[src/design/dpcb_pkg.sv]
// ----------------------------------------------------------------------------
// dpcb_pkg
// Shared widths, constants and types for the depth-to-point-cloud crop unit.
// ----------------------------------------------------------------------------
package dpcb_pkg;

	localparam int COORD_W       = 18;
	localparam int DEPTH_W       = 16;
	localparam int RAY_W         = 16;
	localparam int MARGIN_W      = 16;
	localparam int COUNT_W       = 21;
	localparam int CFG_IDX_W     = 2;
	localparam int RAY_FRAC_BITS = 14;
	localparam int MAX_PIXELS    = 1048576;

	// kept count saturates at the smaller of MAX_PIXELS and the field maximum
	localparam logic [COUNT_W-1:0] COUNT_LIMIT =
		(MAX_PIXELS < (2**COUNT_W) - 1) ? COUNT_W'(MAX_PIXELS) : {COUNT_W{1'b1}};

	typedef enum logic [CFG_IDX_W-1:0] {
		CFG_BOUND_EN   = 2'd0,
		CFG_BOX_MARGIN = 2'd1
	} cfg_reg_t;

	typedef struct packed {
		logic signed [COORD_W-1:0] min_x;
		logic signed [COORD_W-1:0] min_y;
		logic signed [COORD_W-1:0] min_z;
		logic signed [COORD_W-1:0] max_x;
		logic signed [COORD_W-1:0] max_y;
		logic signed [COORD_W-1:0] max_z;
	} box_t;

	typedef struct packed {
		logic joint_upd;   // a joint beat leaves the input stage
		logic frame_clr;   // the last pixel of a frame leaves the input stage
	} box_ctl_t;

endpackage

[src/design/dpcb_box_track.sv]
// ----------------------------------------------------------------------------
// dpcb_box_track
// Running min/max of joint positions on every axis, cleared at frame end.
// ----------------------------------------------------------------------------
module dpcb_box_track (
	input  logic                                  clk,
	input  logic                                  arst_n,
	input  dpcb_pkg::box_ctl_t                    ctl,
	input  logic signed [dpcb_pkg::COORD_W-1:0]   joint_x,
	input  logic signed [dpcb_pkg::COORD_W-1:0]   joint_y,
	input  logic signed [dpcb_pkg::COORD_W-1:0]   joint_z,
	output dpcb_pkg::box_t                        box
);

	dpcb_pkg::box_t box_q;
	logic           awaiting_q;

	always_ff @(posedge clk or negedge arst_n) begin
		if (!arst_n) begin
			box_q      <= '0;
			awaiting_q <= 1'b1;
		end else if (ctl.frame_clr) begin
			box_q      <= '0;
			awaiting_q <= 1'b1;
		end else if (ctl.joint_upd) begin
			awaiting_q <= 1'b0;
			if (awaiting_q) begin
				box_q.min_x <= joint_x;
				box_q.max_x <= joint_x;
				box_q.min_y <= joint_y;
				box_q.max_y <= joint_y;
				box_q.min_z <= joint_z;
				box_q.max_z <= joint_z;
			end else begin
				if (joint_x > box_q.max_x) box_q.max_x <= joint_x;
				if (joint_y > box_q.max_y) box_q.max_y <= joint_y;
				if (joint_z > box_q.max_z) box_q.max_z <= joint_z;
				if (joint_x < box_q.min_x) box_q.min_x <= joint_x;
				if (joint_y < box_q.min_y) box_q.min_y <= joint_y;
				if (joint_z < box_q.min_z) box_q.min_z <= joint_z;
			end
		end
	end

	assign box = box_q;

endmodule

[src/design/dpcb_deproject.sv]
// ----------------------------------------------------------------------------
// dpcb_deproject
// Ray slope times depth to millimetres, saturation, and the box keep test.
// ----------------------------------------------------------------------------
module dpcb_deproject (
	input  dpcb_pkg::box_t                        box,
	input  logic                                  bound_en,
	input  logic [dpcb_pkg::MARGIN_W-1:0]         margin,
	input  logic [dpcb_pkg::DEPTH_W-1:0]          depth_mm,
	input  logic signed [dpcb_pkg::RAY_W-1:0]     ray_x,
	input  logic signed [dpcb_pkg::RAY_W-1:0]     ray_y,
	input  logic                                  ray_valid,
	output logic signed [dpcb_pkg::COORD_W-1:0]   px,
	output logic signed [dpcb_pkg::COORD_W-1:0]   py,
	output logic                                  keep
);

	localparam int PROD_W = dpcb_pkg::RAY_W + dpcb_pkg::DEPTH_W + 1;
	localparam int LIM_W  = dpcb_pkg::COORD_W + 2;
	localparam logic signed [PROD_W-1:0] SAT_HI = PROD_W'((2**(dpcb_pkg::COORD_W-1)) - 1);
	localparam logic signed [PROD_W-1:0] SAT_LO = PROD_W'(-(2**(dpcb_pkg::COORD_W-1)));

	function automatic logic signed [dpcb_pkg::COORD_W-1:0] sat_coord(
		input logic signed [PROD_W-1:0] v
	);
		logic signed [PROD_W-1:0] r;
		begin
			if (v > SAT_HI)
				r = SAT_HI;
			else if (v < SAT_LO)
				r = SAT_LO;
			else
				r = v;
			return r[dpcb_pkg::COORD_W-1:0];
		end
	endfunction

	function automatic logic in_range(
		input logic signed [LIM_W-1:0] v,
		input logic signed [dpcb_pkg::COORD_W-1:0] lo,
		input logic signed [dpcb_pkg::COORD_W-1:0] hi,
		input logic signed [LIM_W-1:0] m
	);
		logic signed [LIM_W-1:0] lo_w;
		logic signed [LIM_W-1:0] hi_w;
		begin
			lo_w = LIM_W'(lo) - m;
			hi_w = LIM_W'(hi) + m;
			return (v >= lo_w) && (v <= hi_w);
		end
	endfunction

	logic signed [PROD_W-1:0] depth_s;
	logic signed [PROD_W-1:0] prod_x;
	logic signed [PROD_W-1:0] prod_y;
	logic signed [LIM_W-1:0]  margin_s;
	logic signed [LIM_W-1:0]  depth_lim;
	logic                     pix_ok;
	logic                     in_box;

	assign depth_s = $signed({{(PROD_W-dpcb_pkg::DEPTH_W){1'b0}}, depth_mm});
	assign prod_x  = PROD_W'(ray_x) * depth_s;
	assign prod_y  = PROD_W'(ray_y) * depth_s;

	// arithmetic shift floors toward minus infinity
	assign px = sat_coord(prod_x >>> dpcb_pkg::RAY_FRAC_BITS);
	assign py = sat_coord(prod_y >>> dpcb_pkg::RAY_FRAC_BITS);

	assign margin_s  = $signed({{(LIM_W-dpcb_pkg::MARGIN_W){1'b0}}, margin});
	assign depth_lim = $signed({{(LIM_W-dpcb_pkg::DEPTH_W){1'b0}}, depth_mm});

	assign in_box = in_range(LIM_W'(px), box.min_x, box.max_x, margin_s)
		&& in_range(LIM_W'(py), box.min_y, box.max_y, margin_s)
		&& in_range(depth_lim, box.min_z, box.max_z, margin_s);

	assign pix_ok = (depth_mm != '0) && ray_valid;
	assign keep   = pix_ok && (!bound_en || in_box);

endmodule

[src/design/depth_to_point_cloud_box_crop_unit.sv]
// ----------------------------------------------------------------------------
// depth_to_point_cloud_box_crop_unit
// Joint beats (func 0) grow a per-frame bounding box and give no result; pixel
// beats (func 1) are deprojected to a point and give one result each, cropped
// to the box plus margin when bounding is on. The unit takes one beat per
// clock when the output side is not stalled: a beat is held in the input
// register, then the multiply and box test land a pixel's result in the
// output register, from which it is presented. Both stages hold under
// back-pressure; a joint beat in the input register leaves without waiting
// for the output side. Configuration writes are taken at once (cfg_ready is
// always high) and should only come while the unit is idle.
// ----------------------------------------------------------------------------
module depth_to_point_cloud_box_crop_unit (
	input  logic                                  clk,
	input  logic                                  arst_n,
	// configuration
	input  logic                                  cfg_valid,
	output logic                                  cfg_ready,
	input  logic [dpcb_pkg::CFG_IDX_W-1:0]        cfg_index,
	input  logic [dpcb_pkg::MARGIN_W-1:0]         cfg_data,
	// input items
	input  logic                                  in_valid,
	output logic                                  in_ready,
	input  logic                                  func,
	input  logic signed [dpcb_pkg::COORD_W-1:0]   joint_x,
	input  logic signed [dpcb_pkg::COORD_W-1:0]   joint_y,
	input  logic signed [dpcb_pkg::COORD_W-1:0]   joint_z,
	input  logic [dpcb_pkg::DEPTH_W-1:0]          depth_mm,
	input  logic signed [dpcb_pkg::RAY_W-1:0]     ray_x,
	input  logic signed [dpcb_pkg::RAY_W-1:0]     ray_y,
	input  logic                                  ray_valid,
	input  logic                                  last_pixel,
	// results
	output logic                                  out_valid,
	input  logic                                  out_ready,
	output logic signed [dpcb_pkg::COORD_W-1:0]   point_x,
	output logic signed [dpcb_pkg::COORD_W-1:0]   point_y,
	output logic [dpcb_pkg::DEPTH_W-1:0]          point_z,
	output logic                                  point_valid,
	output logic [dpcb_pkg::COUNT_W-1:0]          points_so_far,
	output logic                                  frame_end
);

	// configuration registers
	logic                          bound_en_q;
	logic [dpcb_pkg::MARGIN_W-1:0] margin_q;

	assign cfg_ready = 1'b1;

	always_ff @(posedge clk or negedge arst_n) begin
		if (!arst_n) begin
			bound_en_q <= 1'b0;
			margin_q   <= dpcb_pkg::MARGIN_W'(100);
		end else if (cfg_valid && cfg_ready) begin
			case (cfg_index)
				dpcb_pkg::CFG_BOUND_EN:   bound_en_q <= cfg_data[0];
				dpcb_pkg::CFG_BOX_MARGIN: margin_q   <= cfg_data;
				default: ;
			endcase
		end
	end

	// input stage
	logic                                vld_s1;
	logic                                func_s1;
	logic signed [dpcb_pkg::COORD_W-1:0] jx_s1;
	logic signed [dpcb_pkg::COORD_W-1:0] jy_s1;
	logic signed [dpcb_pkg::COORD_W-1:0] jz_s1;
	logic [dpcb_pkg::DEPTH_W-1:0]        depth_s1;
	logic signed [dpcb_pkg::RAY_W-1:0]   rx_s1;
	logic signed [dpcb_pkg::RAY_W-1:0]   ry_s1;
	logic                                rv_s1;
	logic                                last_s1;

	// output stage
	logic                                vld_s2;
	logic signed [dpcb_pkg::COORD_W-1:0] px_s2;
	logic signed [dpcb_pkg::COORD_W-1:0] py_s2;
	logic [dpcb_pkg::DEPTH_W-1:0]        pz_s2;
	logic                                keep_s2;
	logic [dpcb_pkg::COUNT_W-1:0]        count_s2;
	logic                                end_s2;

	logic [dpcb_pkg::COUNT_W-1:0]        kept_q;
	logic [dpcb_pkg::COUNT_W-1:0]        kept_next;

	logic                                out_free;
	logic                                s1_go;
	logic                                pixel_go;
	logic                                in_go;
	dpcb_pkg::box_ctl_t                  box_ctl;
	dpcb_pkg::box_t                      box;
	logic signed [dpcb_pkg::COORD_W-1:0] px;
	logic signed [dpcb_pkg::COORD_W-1:0] py;
	logic                                keep;

	assign out_free = !vld_s2 || out_ready;
	// joint beats only touch the box, so they leave regardless of the output
	assign s1_go    = vld_s1 && (!func_s1 || out_free);
	assign pixel_go = s1_go && func_s1;
	assign in_ready = !vld_s1 || s1_go;
	assign in_go    = in_valid && in_ready;

	assign box_ctl.joint_upd = s1_go && !func_s1;
	assign box_ctl.frame_clr = pixel_go && last_s1;

	always_ff @(posedge clk or negedge arst_n) begin
		if (!arst_n) begin
			vld_s1 <= 1'b0;
		end else if (in_go) begin
			vld_s1 <= 1'b1;
		end else if (s1_go) begin
			vld_s1 <= 1'b0;
		end
	end

	always_ff @(posedge clk) begin
		if (in_go) begin
			func_s1  <= func;
			jx_s1    <= joint_x;
			jy_s1    <= joint_y;
			jz_s1    <= joint_z;
			depth_s1 <= depth_mm;
			rx_s1    <= ray_x;
			ry_s1    <= ray_y;
			rv_s1    <= ray_valid;
			last_s1  <= last_pixel;
		end
	end

	dpcb_box_track u_box (
		.clk     (clk),
		.arst_n  (arst_n),
		.ctl     (box_ctl),
		.joint_x (jx_s1),
		.joint_y (jy_s1),
		.joint_z (jz_s1),
		.box     (box)
	);

	dpcb_deproject u_deproj (
		.box       (box),
		.bound_en  (bound_en_q),
		.margin    (margin_q),
		.depth_mm  (depth_s1),
		.ray_x     (rx_s1),
		.ray_y     (ry_s1),
		.ray_valid (rv_s1),
		.px        (px),
		.py        (py),
		.keep      (keep)
	);

	assign kept_next = (keep && (kept_q < dpcb_pkg::COUNT_LIMIT)) ?
		kept_q + dpcb_pkg::COUNT_W'(1) : kept_q;

	always_ff @(posedge clk or negedge arst_n) begin
		if (!arst_n) begin
			kept_q <= '0;
			vld_s2 <= 1'b0;
		end else begin
			if (pixel_go) begin
				kept_q <= last_s1 ? '0 : kept_next;
				vld_s2 <= 1'b1;
			end else if (out_ready) begin
				vld_s2 <= 1'b0;
			end
		end
	end

	always_ff @(posedge clk) begin
		if (pixel_go) begin
			px_s2    <= keep ? px : '0;
			py_s2    <= keep ? py : '0;
			pz_s2    <= keep ? depth_s1 : '0;
			keep_s2  <= keep;
			count_s2 <= kept_next;
			end_s2   <= last_s1;
		end
	end

	assign out_valid     = vld_s2;
	assign point_x       = px_s2;
	assign point_y       = py_s2;
	assign point_z       = pz_s2;
	assign point_valid   = keep_s2;
	assign points_so_far = count_s2;
	assign frame_end     = end_s2;

endmodule
[config.mk]
export PLATFORM = sky130hd
export DESIGN_NAME = depth_to_point_cloud_box_crop_unit
export DESIGN_NICKNAME = d
export VERILOG_FILES = /design/src/design/dpcb_pkg.sv /design/src/design/dpcb_box_track.sv /design/src/design/dpcb_deproject.sv /design/src/design/depth_to_point_cloud_box_crop_unit.sv
export SDC_FILE = /design/constraint.sdc
export NUM_CORES = 2
export LEC_CHECK = 0
export BUFFER_PORTS_ARGS = -buffer_cell sky130_fd_sc_hd__buf_2
export CAP_MARGIN = 20
export CORE_MARGIN = 2
export CORE_UTILIZATION = 35
export CTS_CLUSTER_SIZE = 20
export DETAILED_ROUTE_END_ITERATION = 10
export RECOVER_POWER = 25
export SLEW_MARGIN = 10
export SYNTH_ARGS = -nofsm -noshare
export SYNTH_HDL_FRONTEND = slang
export SYNTH_SLANG_ARGS = --single-unit
[constraint.sdc]
create_clock -name clk -period 15 [get_ports clk]
set_input_delay 1.5 -clock clk [delete_from_list [all_inputs] [get_ports clk]]
set_output_delay 1.5 -clock clk [all_outputs]
set_load 0.02 [all_outputs]
==> flow_summary.toml <==
[run_status]
outcome = "complete, but fails checks"
failed_checks = "capacitance limit, slew limit"

[final_layout]
register_area_um2 = 9140
nets = 5212
post-route-util_pct = 39.1
area_growth_syn_to_layout_pct = 10.5
drive_above_1_share_pct = 9.05
fillCellCount = 10900
multi_input_combinational_cell_area_um2 = 26400

[cts]
h-tree-depth = 2
hold_buffer_count_at_cts = 0
worst_setup_hold_path_clk_slew_ns = 0.06
clk-insertion-delay-late_ns = 0.64
clock_tree_from_tritoncts = "built"
clock_path_buffers = 3
ctsResizeCount = 0
cts_inserted_buffers = 42
clock-sinks = 329
postCtsSetupBuffers = 0
ctsRootBufferMaster = "sky130_fd_sc_hd__clkbuf_16"

[routing]
drt_pass1_iterations = 5
drc = 0
wl_um = 109000
antenna_violating_nets_post_route = 0
route.vias.total = 28900
via_per_inst = 5.16
first_iter_violations = 1897
post_drt_wl_per_cell_um = 19.5

[floorplan]
io_pins = 206
floorplan.die.height_um = 336
floorplan.die_area_um2 = 113000
start_util_pct = 35.4
fp.dieW_um = 336
fp.coreArea_um2 = 109000
floorplan.rows = 121

[sta]
timing_worst_slew_pin_value_ns = 5.30
grt_setup_unrepaired = "false"
timing.final.hold_violations = 0
relSlewSlack_pct = -254
setup_viol_count_final = 0
setup_tns_ns = 0
skew_ns = 0.0485
fin_crit_ns = 12.21
maxSlewViolCount = 91
layout_worst_path_cycle_share_pct = 81.4
max_clock_freq_mhz = 81.9

[hold_path]
hold_path.class = "reg2reg"

[worst_setup_path]
worst_path_largest_cell_delay_ns = 1.11
critPathRequiredTime_ns = 15.49
cp-start-kind = "register"
crit_path_max_fanout = 38
most_used_cell_cp = "sky130_fd_sc_hd__fa_1"
critical_path.slowest_cell = "sky130_fd_sc_hd__a2111oi_0"
setup.worst_path.end_class = "register"
timing_worst_setup_path_type = "reg2reg"
arrival_ns = 12.70

[yosys]
most_instantiated_flip_flop_cell_in_the_synthesis_netlist = "sky130_fd_sc_hd__edfxtp_1"
synth_edf_count = 180
synth_cells = 3991
postSynthAreaPerCell_um2 = 9.66
syn_nets = 5059
synth-warning-count = 0
mappedNetlistArea_um2 = 38500
synth_cell_type_count = 77
asyncSetResetFlopFracSynth_pct = 45.3
synth.yosys.seq_area_share_pct = 23.7
ys_ff_latch = 329

[placed_design]
portBuffers = 204
place.gp.congestion = 0.905
dp_hpwl_um = 86300

[global_route]
grt-ovfl-total = 0
grt_first_pass_wirelength_um = 171000
grt_start_max_net_pins = 91
first_global_vias = 29500
grt_antenna_before_repair = 4
gr-usage-all-layers_pct = 19.7

[flow_run]
maxCapViolCount = 1
## final cells by class
class | instances | share of cell area [%]
diodes | 3 | 0.0176
multi-input cells | 2862 | 62.0
repair buffers | 236 | 2.86
clock buffers | 51 | 2.57
flip-flops and latches | 329 | 21.4
inverters | 673 | 5.94
well taps | 1414 | 4.15
clock inverters | 27 | 0.993
## layout by cell type, fill, tap and decap left out, types with 14 or more instances in the layout
cell type                   instances
sky130_fd_sc_hd__o21bai_1          22
sky130_fd_sc_hd__nand3_1           69
sky130_fd_sc_hd__a21o_1            90
sky130_fd_sc_hd__clkbuf_1          39
sky130_fd_sc_hd__and2_1           272
sky130_fd_sc_hd__clkbuf_16         42
sky130_fd_sc_hd__buf_2            174
sky130_fd_sc_hd__buf_4             31
sky130_fd_sc_hd__mux2i_1           16
sky130_fd_sc_hd__inv_1            672
sky130_fd_sc_hd__nand2b_1          42
sky130_fd_sc_hd__a22o_1            55
sky130_fd_sc_hd__a31o_2            21
sky130_fd_sc_hd__ha_1             548
sky130_fd_sc_hd__dfrtp_1          145
sky130_fd_sc_hd__fa_1             392
sky130_fd_sc_hd__xor2_1            57
sky130_fd_sc_hd__nand2_1          360
sky130_fd_sc_hd__nor2_1           140
sky130_fd_sc_hd__and3_1            14
sky130_fd_sc_hd__xnor2_1           84
sky130_fd_sc_hd__o21a_1            24
sky130_fd_sc_hd__nor3_1            27
sky130_fd_sc_hd__edfxtp_1         180
sky130_fd_sc_hd__a21oi_1          172
sky130_fd_sc_hd__nand4_1           45
sky130_fd_sc_hd__o21ai_0          108
sky130_fd_sc_hd__mux2_2            53
sky130_fd_sc_hd__nor2b_1           52
## synth_stat cells, types with 45 or more instances
library cell / count / share of area, %
sky130_fd_sc_hd__mux2_2: 53 / 1.5
sky130_fd_sc_hd__xor2_1: 57 / 1.3
sky130_fd_sc_hd__a21o_1: 90 / 1.8
sky130_fd_sc_hd__nand2_1: 360 / 3.5
sky130_fd_sc_hd__xnor2_1: 84 / 1.9
sky130_fd_sc_hd__and2_1: 273 / 4.4
sky130_fd_sc_hd__nand3_1: 70 / 0.91
sky130_fd_sc_hd__fa_1: 392 / 20
sky130_fd_sc_hd__a21oi_1: 172 / 2.2
sky130_fd_sc_hd__clkbuf_1: 118 / 1.1
sky130_fd_sc_hd__dfrtp_1: 145 / 9.4
sky130_fd_sc_hd__nand4_1: 45 / 0.73
sky130_fd_sc_hd__ha_1: 548 / 18
sky130_fd_sc_hd__inv_1: 673 / 6.6
sky130_fd_sc_hd__edfxtp_1: 180 / 14
sky130_fd_sc_hd__nor2_1: 140 / 1.4
sky130_fd_sc_hd__nor2b_1: 53 / 0.86
sky130_fd_sc_hd__a22o_1: 55 / 1.2
sky130_fd_sc_hd__o21ai_0: 108 / 1.4
## state kept, by name, summed over array words and instances, names as in the netlist
register / flops
point_z: 16
jx_s1: 18
ry_s1: 16
frame_end: 1
kept_q: 21
rv_s1: 1
u_box.awaiting_q: 1
func_s1: 1
u_box.box: 108
bound_en_q: 1
jz_s1: 18
point_y: 18
rx_s1: 16
last_s1: 1
out_valid: 1
vld_s1: 1
jy_s1: 18
point_valid: 1
depth_s1: 16
points_so_far: 21
margin_q: 16
point_x: 18
## final timing paths
check / from / end / slack, ns / depth (start not counted)
max: depth_s1[9] / kept_q[16] / 2.79 / 33
min: u_box.box[89] / u_box.box[89] / 0.51 / 1
max reg2reg: depth_s1[9] / kept_q[16] / 2.79 / 33
min reg2reg: u_box.box[89] / u_box.box[89] / 0.51 / 1
max in group asynchronous: arst_n / u_box.box[12] / 9.20 / 1
min in group asynchronous: arst_n / u_box.box[48] / 2.84 / 1
## worst max-delay path: cells and delay by family, from the launching register on
family	cells	cell delay, ns
adders and majority gates	8	3.64
AOI/OAI and AO/OA	13	4.33
and+or+nand+nor	8	2.76
buffers and inverters	4	0.47
DFF	1	0.86
## metal layers
| layer | GRT usage (%) | part of all wire, % | vias up |
|---|---|---|---|
| met4 | 6.18 | 3.3 | 2 |
| li1 | - | - | 13600 |
| met2 | 31.1 | 45 | 865 |
| met3 | 4.13 | 7.2 | 143 |
| met1 | 27.0 | 44 | 14300 |
| met5 | 1.15 | 0.17 | - |
## stage by stage
stage	worst slack, ns	hold slack, ns	cell area [um^2]	cells
after CTS	2.88	0.511	42600	5591
after global placement	3.07	0.492	41100	5513
after global routing	2.21	0.532	42600	5593
after floorplan	4.95	0.424	38500	3991
final	2.79	0.509	42600	5595
after detailed placement	2.90	0.493	41100	5513
## kinds of logic (layout without fill, tap and decap cells)
kind of cell | after synthesis | after routing | share of synthesized area, %
AND/OR/NAND/NOR | 1087 | 1087 | 14.3
adder cells (fa/ha/maj) | 941 | 941 | 38.2
buffers and inverters | 800 | 987 | 7.81
AO/OA/AOI/OAI | 623 | 623 | 10.9
flip-flops | 329 | 329 | 23.7
XOR/XNOR | 141 | 141 | 3.20
multiplexers | 69 | 69 | 1.96
other | 1 | 4 | 0.00973
Power is not shown: default switching activity piles up to over one toggle a cycle in this logic, so the estimate is an artifact.
